$ cat src/rtl/alkd_pkg.sv
package alkd_pkg;

  localparam int NUM_KEYS  = 6;
  localparam int TOL_W     = 14;
  localparam int DEB_W     = 16;
  localparam int TIME_W    = 32;
  localparam int SAMPLE_W  = 14;
  localparam int PACK_A_W  = 56;
  localparam int PACK_B_W  = 28;
  localparam int CFG_IDX_W = 3;
  localparam int CFG_DAT_W = 56;

  typedef logic [2:0] key_t;

  localparam key_t KEY_NONE     = 3'd5;
  localparam key_t KEY_MULTIPLE = 3'd6;
  localparam key_t KEY_ERROR    = 3'd7;

  localparam logic [CFG_IDX_W-1:0] REG_KEY_MODE      = 3'd0;
  localparam logic [CFG_IDX_W-1:0] REG_TOLERANCE     = 3'd1;
  localparam logic [CFG_IDX_W-1:0] REG_DEBOUNCE_TIME = 3'd2;
  localparam logic [CFG_IDX_W-1:0] REG_CENTER_PACK_A = 3'd3;
  localparam logic [CFG_IDX_W-1:0] REG_CENTER_PACK_B = 3'd4;

  localparam logic MODE_NEAREST  = 1'b0;
  localparam logic MODE_MIDPOINT = 1'b1;

  typedef struct packed {
    key_t stable;
    key_t prior;
  } deb_keys_t;

endpackage

$ cat src/rtl/alkd_decode.sv
module alkd_decode import alkd_pkg::*; #(
  parameter int ADC_BITS = 14
) (
  input  logic [ADC_BITS-1:0] sample,
  input  logic [PACK_A_W-1:0] center_pack_a,
  input  logic [PACK_B_W-1:0] center_pack_b,
  input  logic                key_mode,
  input  logic [TOL_W-1:0]    tolerance,
  output key_t                decoded_key
);

  localparam int CMP_W = (ADC_BITS > TOL_W) ? ADC_BITS : TOL_W;

  logic [ADC_BITS-1:0] center [NUM_KEYS];
  logic [63:0]         wide_a;
  logic [63:0]         wide_b;
  key_t                nearest_key;
  key_t                mid_key;

  assign wide_a = 64'(center_pack_a);
  assign wide_b = 64'(center_pack_b);

  always_comb begin
    for (int i = 0; i < NUM_KEYS; i++) begin
      if (i < 4) begin
        center[i] = ADC_BITS'(wide_a >> (i * ADC_BITS));
      end else begin
        center[i] = ADC_BITS'(wide_b >> ((i - 4) * ADC_BITS));
      end
    end
  end

  always_comb begin
    logic [ADC_BITS-1:0] gap;
    logic [ADC_BITS-1:0] best_gap;
    key_t                best;
    logic                between;
    best_gap = '0;
    best     = '0;
    between  = 1'b0;
    for (int i = 0; i < NUM_KEYS; i++) begin
      gap = (sample > center[i]) ? sample - center[i] : center[i] - sample;
      if (i == 0 || gap < best_gap) begin
        best_gap = gap;
        best     = key_t'(i);
      end
    end
    for (int i = 0; i < NUM_KEYS - 1; i++) begin
      if (sample > center[i] && sample < center[i+1]) begin
        between = 1'b1;
      end
    end
    if (CMP_W'(best_gap) <= CMP_W'(tolerance)) begin
      nearest_key = best;
    end else if (between) begin
      nearest_key = KEY_MULTIPLE;
    end else begin
      nearest_key = KEY_ERROR;
    end
  end

  always_comb begin
    logic [ADC_BITS:0]   sum;
    logic [ADC_BITS-1:0] mid;
    logic                found;
    mid_key = KEY_NONE;
    found   = 1'b0;
    for (int i = 0; i < NUM_KEYS - 1; i++) begin
      sum = {1'b0, center[i]} + {1'b0, center[i+1]};
      mid = sum[ADC_BITS:1];
      if (!found && sample < mid) begin
        mid_key = key_t'(i);
        found   = 1'b1;
      end
    end
  end

  assign decoded_key = (key_mode == MODE_MIDPOINT) ? mid_key : nearest_key;

endmodule

$ cat src/rtl/alkd_debounce.sv
module alkd_debounce import alkd_pkg::*; (
  input  logic              clk,
  input  logic              rst_n,
  input  logic              advance,
  input  key_t              decoded_key,
  input  logic [TIME_W-1:0] now_ms,
  input  logic [DEB_W-1:0]  debounce_time,
  output deb_keys_t         keys_nxt
);

  key_t              cand_key_r;
  logic [TIME_W-1:0] cand_time_r;
  key_t              stable_r;
  key_t              prior_r;
  logic [TIME_W-1:0] cand_time_nxt;
  logic [TIME_W-1:0] elapsed;
  logic              promote;

  assign cand_time_nxt = (decoded_key != cand_key_r) ? now_ms : cand_time_r;
  assign elapsed       = now_ms - cand_time_nxt;
  assign promote       = elapsed >= TIME_W'(debounce_time);

  assign keys_nxt.stable = promote ? decoded_key : stable_r;
  assign keys_nxt.prior  = promote ? stable_r : prior_r;

  always_ff @(posedge clk) begin
    if (!rst_n) begin
      cand_key_r  <= KEY_NONE;
      cand_time_r <= '0;
      stable_r    <= KEY_NONE;
      prior_r     <= KEY_NONE;
    end else if (advance) begin
      cand_key_r  <= decoded_key;
      cand_time_r <= cand_time_nxt;
      stable_r    <= keys_nxt.stable;
      prior_r     <= keys_nxt.prior;
    end
  end

endmodule

$ cat src/rtl/analog_ladder_keypad_decoder.sv
// Channel  Handshake            Payload
// in       in_valid/in_ready    in_sample[13:0], in_now_ms[31:0]
// out      out_valid/out_ready  out_decoded_key, out_stable_key, out_previous_key,
//                               out_key_changed
// cfg      cfg_valid/cfg_ready  cfg_index[2:0], cfg_data[55:0]
//
// One beat per cycle sustained while out_ready is high; a beat passes through the
// input register, then decode and debounce update into the result register.
// Synchronous active-low reset clears config registers and valid flags to zero, debounce keys to the no-key entry.
// cfg_ready is always high. A stalled result holds in the output register while
// the input register can still take one more beat.
module analog_ladder_keypad_decoder import alkd_pkg::*; #(
  parameter int ADC_BITS = 14
) (
  input  logic                 clk,
  input  logic                 rst_n,
  input  logic                 in_valid,
  output logic                 in_ready,
  input  logic [SAMPLE_W-1:0]  in_sample,
  input  logic [TIME_W-1:0]    in_now_ms,
  output logic                 out_valid,
  input  logic                 out_ready,
  output key_t                 out_decoded_key,
  output key_t                 out_stable_key,
  output key_t                 out_previous_key,
  output logic                 out_key_changed,
  input  logic                 cfg_valid,
  output logic                 cfg_ready,
  input  logic [CFG_IDX_W-1:0] cfg_index,
  input  logic [CFG_DAT_W-1:0] cfg_data
);

  logic                key_mode_r;
  logic [TOL_W-1:0]    tolerance_r;
  logic [DEB_W-1:0]    debounce_time_r;
  logic [PACK_A_W-1:0] pack_a_r;
  logic [PACK_B_W-1:0] pack_b_r;

  logic                s1_valid_r;
  logic [SAMPLE_W-1:0] s1_sample_r;
  logic [TIME_W-1:0]   s1_now_r;

  logic                out_valid_r;
  key_t                out_decoded_r;
  key_t                out_stable_r;
  key_t                out_prior_r;

  logic                advance;
  logic [ADC_BITS-1:0] sample_adc;
  key_t                decoded;
  deb_keys_t           keys_nxt;

  assign cfg_ready = 1'b1;

  always_ff @(posedge clk) begin
    if (!rst_n) begin
      key_mode_r      <= MODE_NEAREST;
      tolerance_r     <= '0;
      debounce_time_r <= '0;
      pack_a_r        <= '0;
      pack_b_r        <= '0;
    end else if (cfg_valid) begin
      case (cfg_index)
        REG_KEY_MODE:      key_mode_r      <= cfg_data[0];
        REG_TOLERANCE:     tolerance_r     <= cfg_data[TOL_W-1:0];
        REG_DEBOUNCE_TIME: debounce_time_r <= cfg_data[DEB_W-1:0];
        REG_CENTER_PACK_A: pack_a_r        <= cfg_data[PACK_A_W-1:0];
        REG_CENTER_PACK_B: pack_b_r        <= cfg_data[PACK_B_W-1:0];
        default: ;
      endcase
    end
  end

  assign advance  = s1_valid_r && (!out_valid_r || out_ready);
  assign in_ready = !s1_valid_r || advance;

  always_ff @(posedge clk) begin
    if (!rst_n) begin
      s1_valid_r <= 1'b0;
    end else if (in_ready) begin
      s1_valid_r <= in_valid;
    end
  end

  always_ff @(posedge clk) begin
    if (in_valid && in_ready) begin
      s1_sample_r <= in_sample;
      s1_now_r    <= in_now_ms;
    end
  end

  assign sample_adc = ADC_BITS'(s1_sample_r);

  alkd_decode #(
    .ADC_BITS(ADC_BITS)
  ) u_decode (
    .sample        (sample_adc),
    .center_pack_a (pack_a_r),
    .center_pack_b (pack_b_r),
    .key_mode      (key_mode_r),
    .tolerance     (tolerance_r),
    .decoded_key   (decoded)
  );

  alkd_debounce u_debounce (
    .clk           (clk),
    .rst_n         (rst_n),
    .advance       (advance),
    .decoded_key   (decoded),
    .now_ms        (s1_now_r),
    .debounce_time (debounce_time_r),
    .keys_nxt      (keys_nxt)
  );

  always_ff @(posedge clk) begin
    if (!rst_n) begin
      out_valid_r <= 1'b0;
    end else if (advance) begin
      out_valid_r <= 1'b1;
    end else if (out_ready) begin
      out_valid_r <= 1'b0;
    end
  end

  always_ff @(posedge clk) begin
    if (advance) begin
      out_decoded_r <= decoded;
      out_stable_r  <= keys_nxt.stable;
      out_prior_r   <= keys_nxt.prior;
    end
  end

  assign out_valid        = out_valid_r;
  assign out_decoded_key  = out_decoded_r;
  assign out_stable_key   = out_stable_r;
  assign out_previous_key = out_prior_r;
  assign out_key_changed  = out_stable_r != out_prior_r;

  a_free_slot_ready: assert property (@(posedge clk) disable iff (!rst_n)
    !s1_valid_r |-> in_ready)
    else $error("input stage empty but not ready");

  a_result_from_stage: assert property (@(posedge clk) disable iff (!rst_n)
    $rose(out_valid_r) |-> $past(s1_valid_r))
    else $error("result appeared without a staged beat");

  a_stall_no_advance: assert property (@(posedge clk) disable iff (!rst_n)
    (out_valid_r && !out_ready) |-> !advance)
    else $error("stage advanced into a stalled result");

endmodule

$ cat config.mk
export PLATFORM = sky130hd
export DESIGN_NAME = analog_ladder_keypad_decoder
export DESIGN_NICKNAME = d
export VERILOG_FILES = /design/src/rtl/alkd_pkg.sv /design/src/rtl/alkd_decode.sv /design/src/rtl/alkd_debounce.sv /design/src/rtl/analog_ladder_keypad_decoder.sv
export SDC_FILE = /design/constraint.sdc
export NUM_CORES = 1
export LEC_CHECK = 0
export ABC_AREA = 0
export BUFFER_PORTS_ARGS = -buffer_cell sky130_fd_sc_hd__buf_4
export CORE_UTILIZATION = 40
export DETAILED_ROUTE_END_ITERATION = 10
export PLACE_DENSITY = 0.67
export SYNTH_ARGS = -nofsm -noshare
export SYNTH_HDL_FRONTEND = slang
export SYNTH_SLANG_ARGS = --single-unit
export TNS_END_PERCENT = 30
$ cat constraint.sdc
create_clock -name clk -period 30.8 [get_ports clk]
set_clock_uncertainty 0.15 [all_clocks]
set_input_delay 1.54 -clock clk [delete_from_list [all_inputs] [get_ports clk]]
set_output_delay 1.54 -clock clk [all_outputs]
set_load 0.05 [all_outputs]
==> Word level (Yosys, flattened, before mapping) <==
Cells that the tools add are included.
{ "totals": {"register_bits": 213, "wordCells": 127, "input_bits": 110, "out_inout_bits": 13} }
{ "classes": {"eq_ne": 6, "n_mux": 38, "reduce_logical": 26, "n_addsub": 18, "order_cmp": 23} }
{ "op_table": {"columns": ["operator", "n"], "rows": [
  ["< comparator 14 bit", 15],
  ["subtractor 14 bit", 12],
  ["2-to-1 mux 14 bit", 11],
  ["> comparator 14 bit", 6],
  ["adder 14 x 14 -> 15 bit", 5],
  ["2-to-1 mux 3 bit", 13],
  ["greater-or-equal comparator 32 x 16 -> 1 bit", 1],
  ["2-to-1 mux 32 bit", 1],
  ["subtractor 32 bit", 1],
  ["<= comparator 14 bit", 1],
  ["2-to-1 mux 1 bit", 13],
  ["logical AND 1 bit", 11],
  ["AND reduction 2 bit", 5],
  ["equality test 3 x 2 -> 1 bit (second input constant)", 2],
  ["logical NOT 1 bit", 6],
  ["!= test 3 bit", 2],
  ["equality test 3 x 1 -> 1 bit (second input constant)", 1],
  ["equality test 3 bit (second input constant)", 1],
  ["logical NOT 3 bit", 1],
  ["logical OR 1 bit", 2],
  ["nonzero test 2 bit", 1]
]} }

==> Logic depth before layout (Yosys ltp) <==
{ "logic_depth": {"word_depth": 21, "mapped_depth": 136, "ltp_nobuf": 127} }

==> By module <==
Synthesis repeated with hierarchy kept, for this count alone.
{ "hier_totals": {"cells_unflattened": 2996, "area_unflattened_um2": 25219.2} }
{ "by_module_without_submodules": {"columns": ["mod", "n_inst", "area_each_um2", "seq_area_each_um2", "cells_each"], "rows": [
  ["alkd_decode", 1, 14367.5, 0.0, 1936],
  ["analog_ladder_keypad_decoder", 1, 6122.1, 3993.8, 509],
  ["alkd_debounce", 1, 4729.5, 820.8, 551]
]} }

==> Least setup slack after synthesis <==
No wires, ideal clock.
{ "synth_path": {"path_kind": "flip-flop to flip-flop", "startpoint": "register s1_sample_r[2]", "endpoint": "register out_stable_r[2], in the netlist out_stable_key[2], data pin", "path_stages_with_launch": 130, "path_slack_ns": 6.728, "required_ns": 30.388, "n_path_buf": 13, "synth_period_minus_slack_ns": 24.072, "setup_ns": 0.262, "arrival_time_ns": 23.660, "cell_sequence": "edfxtp_1 > ha_1 > clkbuf_1 > nand3_1 > a2111oi_2 > o41ai_2 > nor2_2 > clkbuf_1 > mux2_2 > nand2_1 > nand2_1 > a21o_1 > a21boi_0 > o21ai_0 > nand2_1 > nand2_1 > nand2_1 > nand2_1 > [... 94 more ...] > o21ai_0 > maj3_1 > maj3_1 > nand2b_1 > mux2i_1 > nor2_1 > ha_1 > a21oi_1 > nor2b_1 > o21ai_0 > nand2b_1 > a21oi_1 > o311ai_0 > a2111oi_2 > nand4b_1 > nor4b_2 > nand4b_2 > mux2_1"} }
{ "synth_lines": {"columns": ["item", "line_no", "text"], "rows": [
  ["start: declaration", "analog_ladder_keypad_decoder.sv:40", "logic [SAMPLE_W-1:0] s1_sample_r;"],
  ["start signal: assignment", "analog_ladder_keypad_decoder.sv:87", "s1_sample_r <= in_sample;"],
  ["end signal: assignment", "analog_ladder_keypad_decoder.sv:128", "out_stable_r <= keys_nxt.stable;"],
  ["end: declaration", "analog_ladder_keypad_decoder.sv:45", "key_t out_stable_r;"]
]} }

==> run_results.csv <==
group,metric,value,unit
synth,syn-cell-area,0.0238,mm²
global_routing,groute.usage.overall,25.9,%
flow_run,max_cap_viol_count,0,
clocking,ctsHoldBuffers,0,
floorplanning,core_area,0.0581,mm²
setup_path,critPathTopFamily,"compound AO/OA/AOI/OAI gates",
routing,drc,0,
synth,netlist_instances,2976,
sta,layout_min_cycle_time,26.56,ns
synth,synth-main-ff-cell,"dfxtp_1",
routing,drt_iter0_drc,1771,
synth,average_footprint_of_a_synthesized_cell,7.98,µm²
layout,post_route_cells_drive_above_1_share,8.20,%
setup_path,critical_path.startpoint_type,"flip-flop",
sta,maxClockFrequency,37.6,MHz
setup_path,cp_arrival,26.72,ns
setup_path,cp.required,30.96,ns
sta,layout_worst_path_cycle_share,86.2,%
floorplanning,die-height,246,µm
global_routing,grt_pass1_vias,20168,
power,power.density_cell_area,118,mW/mm²
clocking,setup_fix_bufs_post_cts,0,
floorplanning,num_io_pins,123,
worst_hold_path,hold_class,"reg2reg",
placed_design,dpl_worst_slack,4.68,ns
setup_path,cell_repeated_most_along_the_worst_path,"o21ai_0",
clocking,numClockSinks,213,
synth,synth-seq-area-share,20.3,%
layout,syn2layout_area_growth,10.8,%
setup_path,critPathMaxStageDelay,0.76,ns
placed_design,placed_cell_area,0.0254,mm²
power,static-leakage-power,11.8,nW
clocking,clk_transition_reported_paths,0.06,ns
clocking,post_cts.resized_instances,0,
layout,postLayoutCellArea,0.0263,mm²
outcome,outcome,"completed",
global_routing,initial_antenna_violation_count,4,
clocking,tritoncts.num_buffers,26,
floorplanning,floorplan.die_area,0.0604,mm²
synth,ys_warn_count,0,
sta,tightestPinTransition,1.19,ns
setup_path,worstSetupPathType,"reg2reg",
sta,hold_viol_final,0,
synth,synth_register_bits,213,
placed_design,place.gp.congestion,1.01,
routing,routed_wl,78.9,mm
setup_path,timing.critical_path.buf_inv,8,
routing,post_drt_wl_per_cell,20.6,µm
synth,ys_async_sr_fraction,0,%
global_routing,global_route.overflow_total,0,
power,vdd_ir_drop_max,0.185,mV
setup_path,category_of_the_worst_setup_path_capture_point,"flip-flop",
floorplanning,die_w,246,µm
sta,setup_tns,0,ns
sta,final_setup_fails,0,
clocking,root_buffer,"clkbuf_16",
clocking,later_pin_clock_latency_in_the_skew_report,0.58,ns
synth,synth_fp_nets,3516,
clocking,cts_buffer_depth,3,
floorplanning,fp-row-count,88,
synth,yosysUniqueCellTypes,93,
sta,max_slew_margin,20.4,%
placed_design,dp.final_hpwl,62.6,mm
sta,final_max_tran_viols,0,
routing,drt_pass1_iterations,6,
setup_path,crit_path_max_fanout,38,
floorplanning,initial_core_util,40.9,%
sta,rsz0062_at_grt,"false",
clocking,cts_tree,"done",
placed_design,io_buffer_count,121,
routing,routed-via-count,21593,
clocking,clock_tree.htree_level_count,1,
routing,route.antenna.remaining_nets,0,
layout,final_nets,3580,
layout,utilization,45.3,%
routing,vias_per_cell,5.64,
synth,count_of_flip_flops_with_a_built_in_enable_after_synthesis,55,
setup_path,crit_path_slowest_cell,"nor2_2",
global_routing,global_route_wire_length_before_repair,120,mm
sta,final_critical_path_setup_slack,4.24,ns
global_routing,grt_start_max_net_pins,81,
## state kept, by name (all words and copies together) (netlist names)
signal	count
out_valid	1
u_debounce.cand_key_r	3
s1_now_r	32
out_previous_key	3
key_mode_r	1
u_debounce.stable_r	3
s1_valid_r	1
pack_a_r	56
s1_sample_r	14
out_decoded_key	3
u_debounce.prior_r	3
u_debounce.cand_time_r	32
out_stable_key	3
pack_b_r	28
tolerance_r	14
debounce_time_r	16
## layout by cell type, fill, tap and decap left out, types with 43 or more instances in the layout
cell / count
o21ai_0: 129
nand3_1: 44
mux2i_1: 88
o21bai_1: 77
nand2_1: 377
ha_1: 412
xnor2_1: 115
edfxtp_1: 55
inv_1: 254
a21oi_1: 350
nor2_1: 135
nand2b_1: 43
dfxtp_1: 158
buf_4: 145
a21o_1: 177
## metrics by stage
stage          power, mW  std cells  hold WS (ns)
2_1_floorplan       2.22       2976         0.281
3_3_place_gp        2.72       3777         0.293
3_5_place_dp        2.73       3777         0.297
4_1_cts             3.09       3825         0.305
5_1_grt             3.42       3825         0.316
6_report            3.11       3826         0.306
## routing by layer
layer / GRT usage [%] / vias up / wire length (µm)
met5: 0 / - / 0
met4: 7.29 / 0 / 2490
met3: 3.96 / 122 / 6160
met2: 40.6 / 747 / 33700
met1: 36.3 / 10034 / 36600
li1: - / 10690 / -
## where the power goes
part | switching (mW) | internal, mW | leakage (nW)
registers | 0.0212 | 0.321 | 1.81
logic | 1.44 | 0.995 | 9.53
clock network | 0.134 | 0.200 | 0.449
## layout make-up
cell class | count | area [µm²]
repair buffers | 145 | 1090
flip-flops and latches | 213 | 4810
clock inverters | 13 | 155
inverters | 256 | 963
well taps | 765 | 957
multi-input cells | 2398 | 17600
fillers | 5856 | 31800
diodes | 1 | 2.50
clock buffers | 35 | 767
## synthesized netlist by cell type, types with 13 or more instances
cell type / number / area, µm²
o21ai_0: 129 / 646
nor4_1: 13 / 81.3
nand2b_1: 43 / 269
mux2i_1: 88 / 881
dfxtp_1: 158 / 3160
nand2_1: 377 / 1420
nand4_1: 38 / 238
mux2_2: 17 / 191
o21a_1: 29 / 218
nor3_1: 20 / 100
inv_1: 255 / 957
o21bai_1: 77 / 578
nor2_1: 135 / 507
nand3_1: 47 / 235
ha_1: 412 / 5150
a21oi_1: 351 / 1760
fa_1: 18 / 360
o211ai_1: 19 / 143
a21o_1: 177 / 1330
xnor2_1: 115 / 1010
clkbuf_1: 86 / 323
xor2_1: 42 / 368
nor2b_1: 36 / 225
edfxtp_1: 55 / 1650
a211oi_1: 37 / 278
## worst min-delay path: stages, from the launching register on
cell     delay [ns]
dfxtp_1        0.31
nand2_1        0.05
a21oi_1        0.05
## worst paths after layout
kind / end / cells past startpoint / slack [ns] / startpoint
max: out_previous_key[0]$_DFFE_PP_ / 124 / 4.24 / s1_sample_r[0]$_DFFE_PP_
min: debounce_time_r[2]$_SDFFE_PN0P_ / 2 / 0.31 / debounce_time_r[2]$_SDFFE_PN0P_
max reg2reg: out_previous_key[0]$_DFFE_PP_ / 124 / 4.24 / s1_sample_r[0]$_DFFE_PP_
min reg2reg: debounce_time_r[2]$_SDFFE_PN0P_ / 2 / 0.31 / debounce_time_r[2]$_SDFFE_PN0P_
## kinds of logic (layout without fill, tap and decap cells)
family | after synthesis | in the layout | share of synthesized area (%)
compound gates | 934 | 934 | 25.1
simple gates | 759 | 759 | 14.6
other cells | 1 | 2 | 0.0158
fa+ha+maj | 433 | 433 | 23.3
flops | 213 | 213 | 20.3
buf+inv | 365 | 449 | 5.88
xor+xnor | 159 | 159 | 5.93
mux | 112 | 112 | 4.86
No activity file was read; power rests on OpenSTA's default activity.
